[config.mk]
export PLATFORM = sky130hd
export DESIGN_NAME = serial_command_frame_parser
export DESIGN_NICKNAME = d
export VERILOG_FILES = /design/src/sv/scfp_pkg.sv /design/src/sv/serial_command_frame_parser.sv /design/src/sv/scfp_step.sv /design/src/sv/scfp_skid.sv
export SDC_FILE = /design/constraint.sdc
export NUM_CORES = 1
export LEC_CHECK = 0
export ABC_AREA = 1
export BUFFER_PORTS_ARGS = -buffer_cell sky130_fd_sc_hd__clkbuf_2
export CORE_MARGIN = 3
export CORE_UTILIZATION = 63
export CTS_CLUSTER_DIAMETER = 80
export DETAILED_ROUTE_END_ITERATION = 6
export PLACE_DENSITY_LB_ADDON = 0.15
export SETUP_SLACK_MARGIN = 0.2
export SYNTH_ARGS = -nofsm -noshare
export SYNTH_HDL_FRONTEND = slang
export SYNTH_SLANG_ARGS = --single-unit
[constraint.sdc]
create_clock -name clock -period 8.3 [get_ports clock]
set_input_delay 2.49 -clock clock [delete_from_list [all_inputs] [get_ports clock]]
set_output_delay 2.49 -clock clock [all_outputs]
set_load 0.03 [all_outputs]
[src/sv/scfp_pkg.sv]
// Shared types, codes and helper functions for the serial command frame parser.
// No dependencies; every other file imports this package.
package scfp_pkg;

   localparam int DEF_COMMAND_LENGTH = 7;
   localparam int DEF_SIZE_DIGITS    = 2;
   localparam logic [7:0] DEF_MAX_DATA_LENGTH = 8'd247;

   typedef enum logic [2:0] {
      PH_CMD  = 3'd0,
      PH_FLAG = 3'd1,
      PH_SIZE = 3'd2,
      PH_SEP  = 3'd3,
      PH_DATA = 3'd4,
      PH_TERM = 3'd5
   } phase_type;

   typedef enum logic [2:0] {
      ST_BUSY    = 3'd0,
      ST_OK      = 3'd1,
      ST_TIMEOUT = 3'd2,
      ST_BADSIZE = 3'd3,
      ST_NOTERM  = 3'd4
   } status_type;

   typedef enum logic [1:0] {
      SZ_FIRST  = 2'd0,
      SZ_SIGNED = 2'd1,
      SZ_DIGITS = 2'd2,
      SZ_STOP   = 2'd3
   } size_mode_type;

   typedef enum logic {
      CMD_BYTE    = 1'b0,
      CMD_TIMEOUT = 1'b1
   } cmd_type;

   typedef struct packed {
      cmd_type    cmd;
      logic [7:0] byte_in;
   } req_type;

   typedef struct packed {
      logic [7:0] byte_out;
      logic [8:0] position;
      logic       frame_end;
      status_type status;
      logic [8:0] frame_length;
   } rsp_type;

   typedef struct packed {
      phase_type     phase;
      logic [8:0]    byte_count;
      logic [7:0]    size_value;
      size_mode_type size_mode;
   } state_type;

   // Returns the digit value in the low four bits and a valid flag on top.
   function automatic logic [4:0] hex_digit(input logic [7:0] c);
      logic [4:0] result;
      result = 5'd0;
      if (c >= "0" && c <= "9") begin
         result = {1'b1, 4'(c - "0")};
      end else if (c >= "a" && c <= "f") begin
         result = {1'b1, 4'(c - "a" + 8'd10)};
      end else if (c >= "A" && c <= "F") begin
         result = {1'b1, 4'(c - "A" + 8'd10)};
      end
      return result;
   endfunction

endpackage

[src/sv/serial_command_frame_parser.sv]
// Top level of the serial command frame parser: state register, size limit register,
// the per-beat decoder and the result buffer. Depends on scfp_pkg, scfp_step, scfp_skid.
//
//   channel | direction | handshake               | payload
//   req     | in        | req_valid / req_stall   | req_data  (req_type)
//   rsp     | out       | rsp_valid / rsp_stall   | rsp_data  (rsp_type)
//   csr     | in        | csr_write_enable        | csr_write_data (max data length)
//
// One beat is accepted per cycle while req_stall is low; its result is registered.
// The rate is set by the single decode step between the parser state and the result register.
// Reset is synchronous and returns the parser to the start of a frame with the limit at 247.
// A stalled result waits in the output register while one more beat lands in the skid
// register; req_stall rises only when the skid register is full.
module serial_command_frame_parser
   import scfp_pkg::*;
#(
   parameter int COMMAND_LENGTH = DEF_COMMAND_LENGTH,
   parameter int SIZE_DIGITS    = DEF_SIZE_DIGITS
) (
   input  logic       clock,
   input  logic       reset,
   input  logic       req_valid,
   input  req_type    req_data,
   output logic       req_stall,
   output logic       rsp_valid,
   output rsp_type    rsp_data,
   input  logic       rsp_stall,
   input  logic       csr_write_enable,
   input  logic [7:0] csr_write_data
);

   state_type  state_ff, state_in;
   logic [7:0] max_len_ff;
   rsp_type    step_rsp;
   logic       step_present;
   logic       req_accept;

   assign req_accept = req_valid && !req_stall;

   scfp_step #(
      .COMMAND_LENGTH (COMMAND_LENGTH),
      .SIZE_DIGITS    (SIZE_DIGITS)
   ) u_step (
      .state           (state_ff),
      .req             (req_data),
      .max_data_length (max_len_ff),
      .state_next      (state_in),
      .rsp             (step_rsp),
      .rsp_present     (step_present)
   );

   scfp_skid u_skid (
      .clock     (clock),
      .reset     (reset),
      .in_valid  (req_accept && step_present),
      .in_data   (step_rsp),
      .in_stall  (req_stall),
      .out_valid (rsp_valid),
      .out_data  (rsp_data),
      .out_stall (rsp_stall)
   );

   always_ff @(posedge clock) begin
      if (reset) begin
         state_ff.phase      <= PH_CMD;
         state_ff.byte_count <= 9'd0;
         state_ff.size_value <= 8'd0;
         state_ff.size_mode  <= SZ_FIRST;
         max_len_ff          <= DEF_MAX_DATA_LENGTH;
      end else begin
         if (req_accept) begin
            state_ff <= state_in;
         end
         if (csr_write_enable) begin
            max_len_ff <= csr_write_data;
         end
      end
   end

   a_end_has_status: assert property (@(posedge clock) disable iff (reset)
      rsp_valid |-> (rsp_data.frame_end == (rsp_data.status != ST_BUSY)))
      else $error("frame end flag and status disagree");

   a_length_only_ok: assert property (@(posedge clock) disable iff (reset)
      (rsp_valid && rsp_data.status != ST_OK) |-> (rsp_data.frame_length == 9'd0))
      else $error("frame length set on a result that is not ok");

   a_timeout_restarts: assert property (@(posedge clock) disable iff (reset)
      (req_accept && req_data.cmd == CMD_TIMEOUT) |=>
         (state_ff.phase == PH_CMD && state_ff.byte_count == 9'd0))
      else $error("timeout beat did not restart the parser");

   a_count_advances: assert property (@(posedge clock) disable iff (reset)
      (req_accept && !step_rsp.frame_end) |=>
         (state_ff.byte_count == $past(state_ff.byte_count) + 9'd1))
      else $error("byte position did not advance on an accepted beat");

endmodule

[src/sv/scfp_step.sv]
// Per-beat frame decoding: next parser state and the result for one input beat.
// Pure combinational logic; depends on scfp_pkg.
module scfp_step
   import scfp_pkg::*;
#(
   parameter int COMMAND_LENGTH = DEF_COMMAND_LENGTH,
   parameter int SIZE_DIGITS    = DEF_SIZE_DIGITS
) (
   input  state_type  state,
   input  req_type    req,
   input  logic [7:0] max_data_length,
   output state_type  state_next,
   output rsp_type    rsp,
   output logic       rsp_present
);

   localparam logic [8:0] CMD_LAST   = 9'(COMMAND_LENGTH - 1);
   localparam logic [8:0] SIZE_LAST  = 9'(COMMAND_LENGTH + SIZE_DIGITS);
   localparam logic [9:0] DATA_BASE  = 10'(COMMAND_LENGTH + SIZE_DIGITS + 1);
   localparam logic [8:0] LEN_EXTRA  = 9'(COMMAND_LENGTH + SIZE_DIGITS + 2);
   localparam logic [8:0] LEN_SHORT  = 9'(COMMAND_LENGTH);

   logic        is_timeout;
   logic        frame_end;
   status_type  status;
   logic [8:0]  frame_length;
   logic [4:0]  digit;
   logic        data_done;

   assign is_timeout = (req.cmd == CMD_TIMEOUT);
   assign digit      = hex_digit(req.byte_in);
   assign data_done  = {1'b0, state.byte_count} >= (DATA_BASE + {2'b00, state.size_value});

   always_comb begin
      frame_end    = 1'b0;
      status       = ST_BUSY;
      frame_length = 9'd0;
      if (is_timeout) begin
         frame_end = 1'b1;
         status    = ST_TIMEOUT;
      end else begin
         unique case (state.phase)
            PH_CMD, PH_SIZE, PH_DATA: begin
            end
            PH_FLAG: begin
               if (req.byte_in == 8'd0) begin
                  frame_end    = 1'b1;
                  status       = ST_OK;
                  frame_length = LEN_SHORT;
               end
            end
            PH_SEP: begin
               if (state.size_value == 8'd0 || state.size_value > max_data_length) begin
                  frame_end = 1'b1;
                  status    = ST_BADSIZE;
               end
            end
            default: begin
               frame_end = 1'b1;
               if (req.byte_in == 8'd0) begin
                  status       = ST_OK;
                  frame_length = {1'b0, state.size_value} + LEN_EXTRA;
               end else begin
                  status = ST_NOTERM;
               end
            end
         endcase
      end
   end

   always_comb begin
      rsp_present       = !(is_timeout && state.phase == PH_CMD && state.byte_count == 9'd0);
      rsp.byte_out      = is_timeout ? 8'd0 : req.byte_in;
      rsp.position      = state.byte_count;
      rsp.frame_end     = frame_end;
      rsp.status        = status;
      rsp.frame_length  = frame_length;
   end

   always_comb begin
      state_next = state;
      if (frame_end) begin
         state_next.phase      = PH_CMD;
         state_next.byte_count = 9'd0;
         state_next.size_value = 8'd0;
         state_next.size_mode  = SZ_FIRST;
      end else begin
         state_next.byte_count = state.byte_count + 9'd1;
         unique case (state.phase)
            PH_CMD: begin
               if (state.byte_count >= CMD_LAST) begin
                  state_next.phase = PH_FLAG;
               end
            end
            PH_FLAG: begin
               state_next.phase = PH_SIZE;
            end
            PH_SIZE: begin
               if (state.size_mode != SZ_STOP) begin
                  if (digit[4]) begin
                     state_next.size_value = {state.size_value[3:0], digit[3:0]};
                     state_next.size_mode  = SZ_DIGITS;
                  end else if (state.size_mode == SZ_FIRST &&
                               (req.byte_in == " " || req.byte_in == "+")) begin
                     state_next.size_mode = SZ_SIGNED;
                  end else begin
                     state_next.size_mode = SZ_STOP;
                  end
               end
               if (state.byte_count >= SIZE_LAST) begin
                  state_next.phase = PH_SEP;
               end
            end
            PH_SEP: begin
               state_next.phase = PH_DATA;
            end
            PH_DATA: begin
               if (data_done) begin
                  state_next.phase = PH_TERM;
               end
            end
            default: begin
            end
         endcase
      end
   end

endmodule

[src/sv/scfp_skid.sv]
// Two-entry result buffer: an output register backed by a skid register.
// The upstream stall comes straight from a flop; depends on scfp_pkg.
module scfp_skid
   import scfp_pkg::*;
(
   input  logic    clock,
   input  logic    reset,
   input  logic    in_valid,
   input  rsp_type in_data,
   output logic    in_stall,
   output logic    out_valid,
   output rsp_type out_data,
   input  logic    out_stall
);

   logic    main_valid_ff, main_valid_in;
   logic    skid_valid_ff, skid_valid_in;
   rsp_type main_ff, main_in;
   rsp_type skid_ff, skid_in;
   logic    main_free;

   assign main_free = !main_valid_ff || !out_stall;

   always_comb begin
      main_valid_in = main_valid_ff;
      skid_valid_in = skid_valid_ff;
      main_in       = main_ff;
      skid_in       = skid_ff;
      if (main_free) begin
         if (skid_valid_ff) begin
            main_valid_in = 1'b1;
            main_in       = skid_ff;
            skid_valid_in = 1'b0;
         end else begin
            main_valid_in = in_valid;
            main_in       = in_data;
         end
      end else if (in_valid) begin
         skid_valid_in = 1'b1;
         skid_in       = in_data;
      end
   end

   always_ff @(posedge clock) begin
      if (reset) begin
         main_valid_ff <= 1'b0;
         skid_valid_ff <= 1'b0;
      end else begin
         main_valid_ff <= main_valid_in;
         skid_valid_ff <= skid_valid_in;
      end
      main_ff <= main_in;
      skid_ff <= skid_in;
   end

   assign in_stall  = skid_valid_ff;
   assign out_valid = main_valid_ff;
   assign out_data  = main_ff;

endmodule

## Yosys cells after proc, flatten, opt, wreduce, memory -nomap -nowiden

Index checks and enable logic that the tools add are counted.

- Add/subtract/negate cells: 8
- $lt $le $gt $ge: 10
- Equal/unequal tests: 10
- Multiplexer cells: 29
- Bitwise operators: 1
- Reductions and logical operators: 31

Operators with widths:

| operator | number |
|---|---|
| 2-to-1 mux 30 bit | 1 |
| 2-to-1 mux 22 bit | 1 |
| 2-to-1 mux 10 bit | 2 |
| 2-to-1 mux 3 bit | 6 |
| 2-to-1 mux 9 bit | 2 |
| one-hot mux 9 bit (2 select lines) | 1 |
| == test 8 x 6 -> 1 bit, second input constant | 2 |
| >= comparator 8 x 7 -> 1 bit, second input constant | 2 |
| less-or-equal comparator 8 x 7 -> 1 bit, second input constant | 2 |
| logical NOT 8 bit | 2 |
| 2-to-1 mux 8 bit | 2 |
| 2-to-1 mux 5 bit | 3 |
| one-hot mux 3 bit (5 select lines) | 1 |
| subtractor 4 x 1 -> 4 bit, second input constant | 3 |
| >= comparator 9 x 10 -> 1 bit | 1 |
| adder 4 x 8 -> 9 bit, first input constant | 1 |
| adder 8 x 4 -> 9 bit, second input constant | 1 |
| adder 9 x 1 -> 9 bit, second input constant | 1 |
| >= comparator 9 x 3 -> 1 bit, second input constant | 1 |
| >= comparator 9 x 4 -> 1 bit, second input constant | 1 |
| logical NOT 9 bit | 1 |
| one-hot mux 3 bit (3 select lines) | 1 |
| adder 4 bit, second input constant | 2 |
| >= comparator 8 x 6 -> 1 bit, second input constant | 1 |
| other kinds (26) | 48 |

- Register bits after elaboration: 92
- Input port bits: 22
- Logic and storage cells: 106

## Longest topological paths before layout

- Depth in word-level cells: 9
- Gate-level depth with buffers: 17

## Hierarchy

From an unflattened synthesis, not the netlist that was laid out.

- Cell total of the unflattened synthesis: 666
- Area total of the unflattened synthesis: 5,383.9 um2

Modules (own cells, without submodules):

| module | times used | cells an instance | area an instance (um2) | seq. area each (um2) |
|---|---|---|---|---|
| scfp_skid | 1 | 168 | 2,434.8 | 1,841.8 |
| scfp_step | 1 | 318 | 1,722.9 | 0.0 |
| serial_command_frame_parser | 1 | 180 | 1,226.2 | 600.6 |

## Worst setup path before layout

Ideal clock, no wire load.

- Kind: input to register
- Start: in rsp_stall
- End: reg u_skid.skid_ff[0] (netlist name) (enable)
- Arrival: 4.565 ns
- Slack: 3.318 ns
- Stages: 2
- Path buffers: 0
- Cells stage by stage: nand2_1 -> nor2_1

- Cells in the longest elaborated chain, start to end: 4

Ends and longest elaborated chain:

| element | RTL line | source |
|---|---|---|
| from (decl) | serial_command_frame_parser.sv:27 | `input logic rsp_stall,` |
| logical NOT 1 bit | scfp_skid.sv:22 | `assign main_free = !main_valid_ff \|\| !out_stall;` |
| logical OR 1 bit | scfp_skid.sv:22 |  |
| inverter 1 bit (no source line) | -- |  |
| AND reduction 2 bit (no source line) | -- |  |
| to (signal assigned) | scfp_skid.sv:53 | `skid_ff <= skid_in;` |
| to (decl) | scfp_skid.sv:19 | `rsp_type skid_ff, skid_in;` |

No other way between the ends.
A chain may end at the register's enable or synchronous reset.

==> metrics.txt <==
outcome complete, no violations; Data arrival, critical path around 4 ns; Via Count ~3,900; hold crit path type reg -> reg; top post-synthesis cells by count 132 x sky130_fd_sc_hd__nand2_1, 60 x sky130_fd_sc_hd__edfxtp_1, 54 x sky130_fd_sc_hd__nor2_1; area grow syn2layout 11.5%; placeable core region 7410 µm²; DP Worst Slack 4.09 ns; DRC 0; power density normalized to cell area 169 nW/µm²; highest net fanout along the worst path 6; hold wc startpoint max_len_ff[3]; number of enable flip-flop cells after synthesis 60; Max Freq approximately 0.26 GHz; share of the synthesized area in the top cell type 0.365; final setup violation count 0; worst rel slew slack 0.547; CTS Root Cell sky130_fd_sc_hd__clkbuf_8; setup repair after global routing missed its margin no; deepest level of the CTS H-tree 3; cell taking the most area after synthesis sky130_fd_sc_hd__edfxtp_1; nature of the critical path endpoint flop; post-synthesis instance total 550; Worst-Margin Slew 0.671 ns; reg-to-reg startpoint state_ff[3]; Post-Route WL 10,400 µm; worst voltage drop across the vdd grid around 92 µV; clock latency reported for the late side of the worst-skew pair roughly 0.36 ns; Die Span Y 94.5 µm; syn nets 602; post-route antenna net violation count 0; standard-cell row count 31; clock period minus worst slack 3.88 ns; via count of the first global-routing pass roughly 3,800; most used standard cell by instance count after synthesis sky130_fd_sc_hd__nand2_1; CTS clock-pin slew for the worst setup and hold paths around 0.10 ns; crit path from req_data[0]; prevailing post-synth register cell sky130_fd_sc_hd__edfxtp_1; max cap viols 0; share of synthesized area occupied by flip-flops and latches 0.495; Initial DRC Count 255; final number of max-transition violations 0; number of antenna violations at the first check in global routing 0; placer congestion estimate 0.907; Setup TNS Final 0 ns; Synth async-reset ratio 0; starting density of the core 0.667; share of final-layout standard cells stronger than drive strength 1 0.200; setup fix buffers added after clock tree synthesis 0; number of buffers inserted for hold repair after clock tree synthesis 0; Worst Clk Skew 0.00954 ns; GRT Resource Usage Total 0.253; clk sink count 92; count of different cell masters after synthesis 45; worst endpoint required time 8.53 ns; area of the mapped netlist about 4900 µm²; standby leakage power 2.51 nW; maximum number of pins on one net before global-route repair 43; clock buffer count from CTS 9; top cells by area in the synthesized netlist sky130_fd_sc_hd__edfxtp_1 36%, sky130_fd_sc_hd__dfxtp_1 13%, sky130_fd_sc_hd__nand2_1 10%, sky130_fd_sc_hd__ha_1 7.6%, sky130_fd_sc_hd__nand3_1 4.3%; die area 8940 µm²; Nets 657; slack of the critical path about 4.4 ns; Ys Warns 0; number of detailed-routing iterations run before antenna repair 6; startpoint class of the critical path input port; via/cell ratio between 5 and 6; filler cell count in the final layout 565; Hold Vio Cnt, Final 0; kind of critical path in -> reg; Final Cycle Share 0.467; number of storage elements in the synthesis netlist roughly 90; diode count 0; I/O pin count 54; average routed wire per standard cell around 15 µm; total congestion overflow after global routing 0; global-route wire length before repair 17,600 µm; width of the chip 94.5 µm; half-perimeter wire length after detailed placement approximately 8000 µm; Port Buffer Count 53; Resized Gates After CTS 0; maximum root-to-sink buffer count 2; clock tree from TritonCTS yes; average cell area after synthesis approximately 9.0 µm²
==> final cells by class <==
cell class	instances	area [µm²]	area share
clock buffers	10	138	0.0250
clock inverters	6	70.1	0.0127
inverters	62	238	0.0432
multi-input cells	384	2210	0.401
flip-flops and latches	92	2440	0.444
well taps	99	124	0.0225
repair buffers	56	288	0.0523
==> layer usage <==
layer / up-vias / global-route usage / share of wire / wire (µm)
li1: 1944 / - / - / -
met1: 1825 / 0.331 / 0.44 / 4540
met2: 149 / 0.420 / 0.48 / 4980
met3: 21 / 0.0502 / 0.063 / 657
met4: 0 / 0.0913 / 0.020 / 212
met5: - / 0 / 0 / 0
==> where the power goes <==
part	switching [mW]	internal (mW)
Sequential	0.00660	0.503
Clock	0.166	0.151
Combinational	0.0737	0.0285
Total	0.246	0.682
==> state kept, by name (all words and copies together), names as in the netlist <==
signal	flops
max_len_ff	8
u_skid.out_data	30
u_skid.skid_ff	30
state_ff	22
u_skid.in_stall	1
u_skid.out_valid	1
==> placed cells by master (no fill, tap or decap), types with 4 or more instances in the layout <==
master	n
sky130_fd_sc_hd__nand2_2	7
sky130_fd_sc_hd__clkbuf_2	53
sky130_fd_sc_hd__nand2_1	132
sky130_fd_sc_hd__dfxtp_1	32
sky130_fd_sc_hd__a21oi_2	4
sky130_fd_sc_hd__nand3_1	42
sky130_fd_sc_hd__a21oi_1	24
sky130_fd_sc_hd__inv_1	47
sky130_fd_sc_hd__edfxtp_1	60
sky130_fd_sc_hd__nor2_1	53
sky130_fd_sc_hd__xor2_1	15
sky130_fd_sc_hd__inv_2	14
sky130_fd_sc_hd__ha_1	30
sky130_fd_sc_hd__clkbuf_8	10
sky130_fd_sc_hd__nor3_2	5
sky130_fd_sc_hd__o21ai_0	28
sky130_fd_sc_hd__nor3_1	4
==> critical path, cell delays in order <==
cell	delay (ns)
sky130_fd_sc_hd__clkbuf_2	0.13
sky130_fd_sc_hd__inv_1	0.16
sky130_fd_sc_hd__ha_1	0.24
sky130_fd_sc_hd__nand3_4	0.11
sky130_fd_sc_hd__nor3_4	0.22
sky130_fd_sc_hd__nand3_1	0.24
sky130_fd_sc_hd__inv_2	0.13
sky130_fd_sc_hd__o21ai_1	0.09
sky130_fd_sc_hd__a21oi_2	0.16
sky130_fd_sc_hd__nand2_1	0.07
sky130_fd_sc_hd__nand2_1	0.07
==> through the flow <==
stage | std cells | instance area (µm²) | utilization | power (mW) | hold WS, ns
floorplan | 550 | 4940 | - | 0.589 | 0.433
detailed placement | 693 | 5300 | 0.715 | 0.622 | 0.458
CTS | 709 | 5510 | 0.743 | 0.931 | 0.471
global route | 709 | 5510 | 0.743 | 0.963 | 0.496
finish | 709 | 5510 | 0.743 | 0.928 | 0.469
global placement | 693 | 5300 | 0.715 | 0.618 | 0.453
==> path summary, 6_finish.rpt <==
kind                   endpoint  slack [ns]  depth (start not counted)
max          u_skid.out_data[5]        4.42                         11
min               max_len_ff[3]        0.47                          2
max reg2reg        state_ff[21]        5.64                         15
min reg2reg       max_len_ff[3]        0.47                          2
==> logic make-up after synthesis <==
| group | after synthesis | share of synthesized area |
|---|---|---|
| AND/OR/NAND/NOR | 262 | 0.246 |
| flip-flops | 92 | 0.495 |
| AO/OA/AOI/OAI | 76 | 0.0953 |
| buffers and inverters | 74 | 0.0590 |
| adder cells (fa/ha/maj) | 30 | 0.0760 |
| XOR/XNOR | 15 | 0.0266 |
| multiplexers | 1 | 0.00304 |
(Power assumes the default switching activity.)
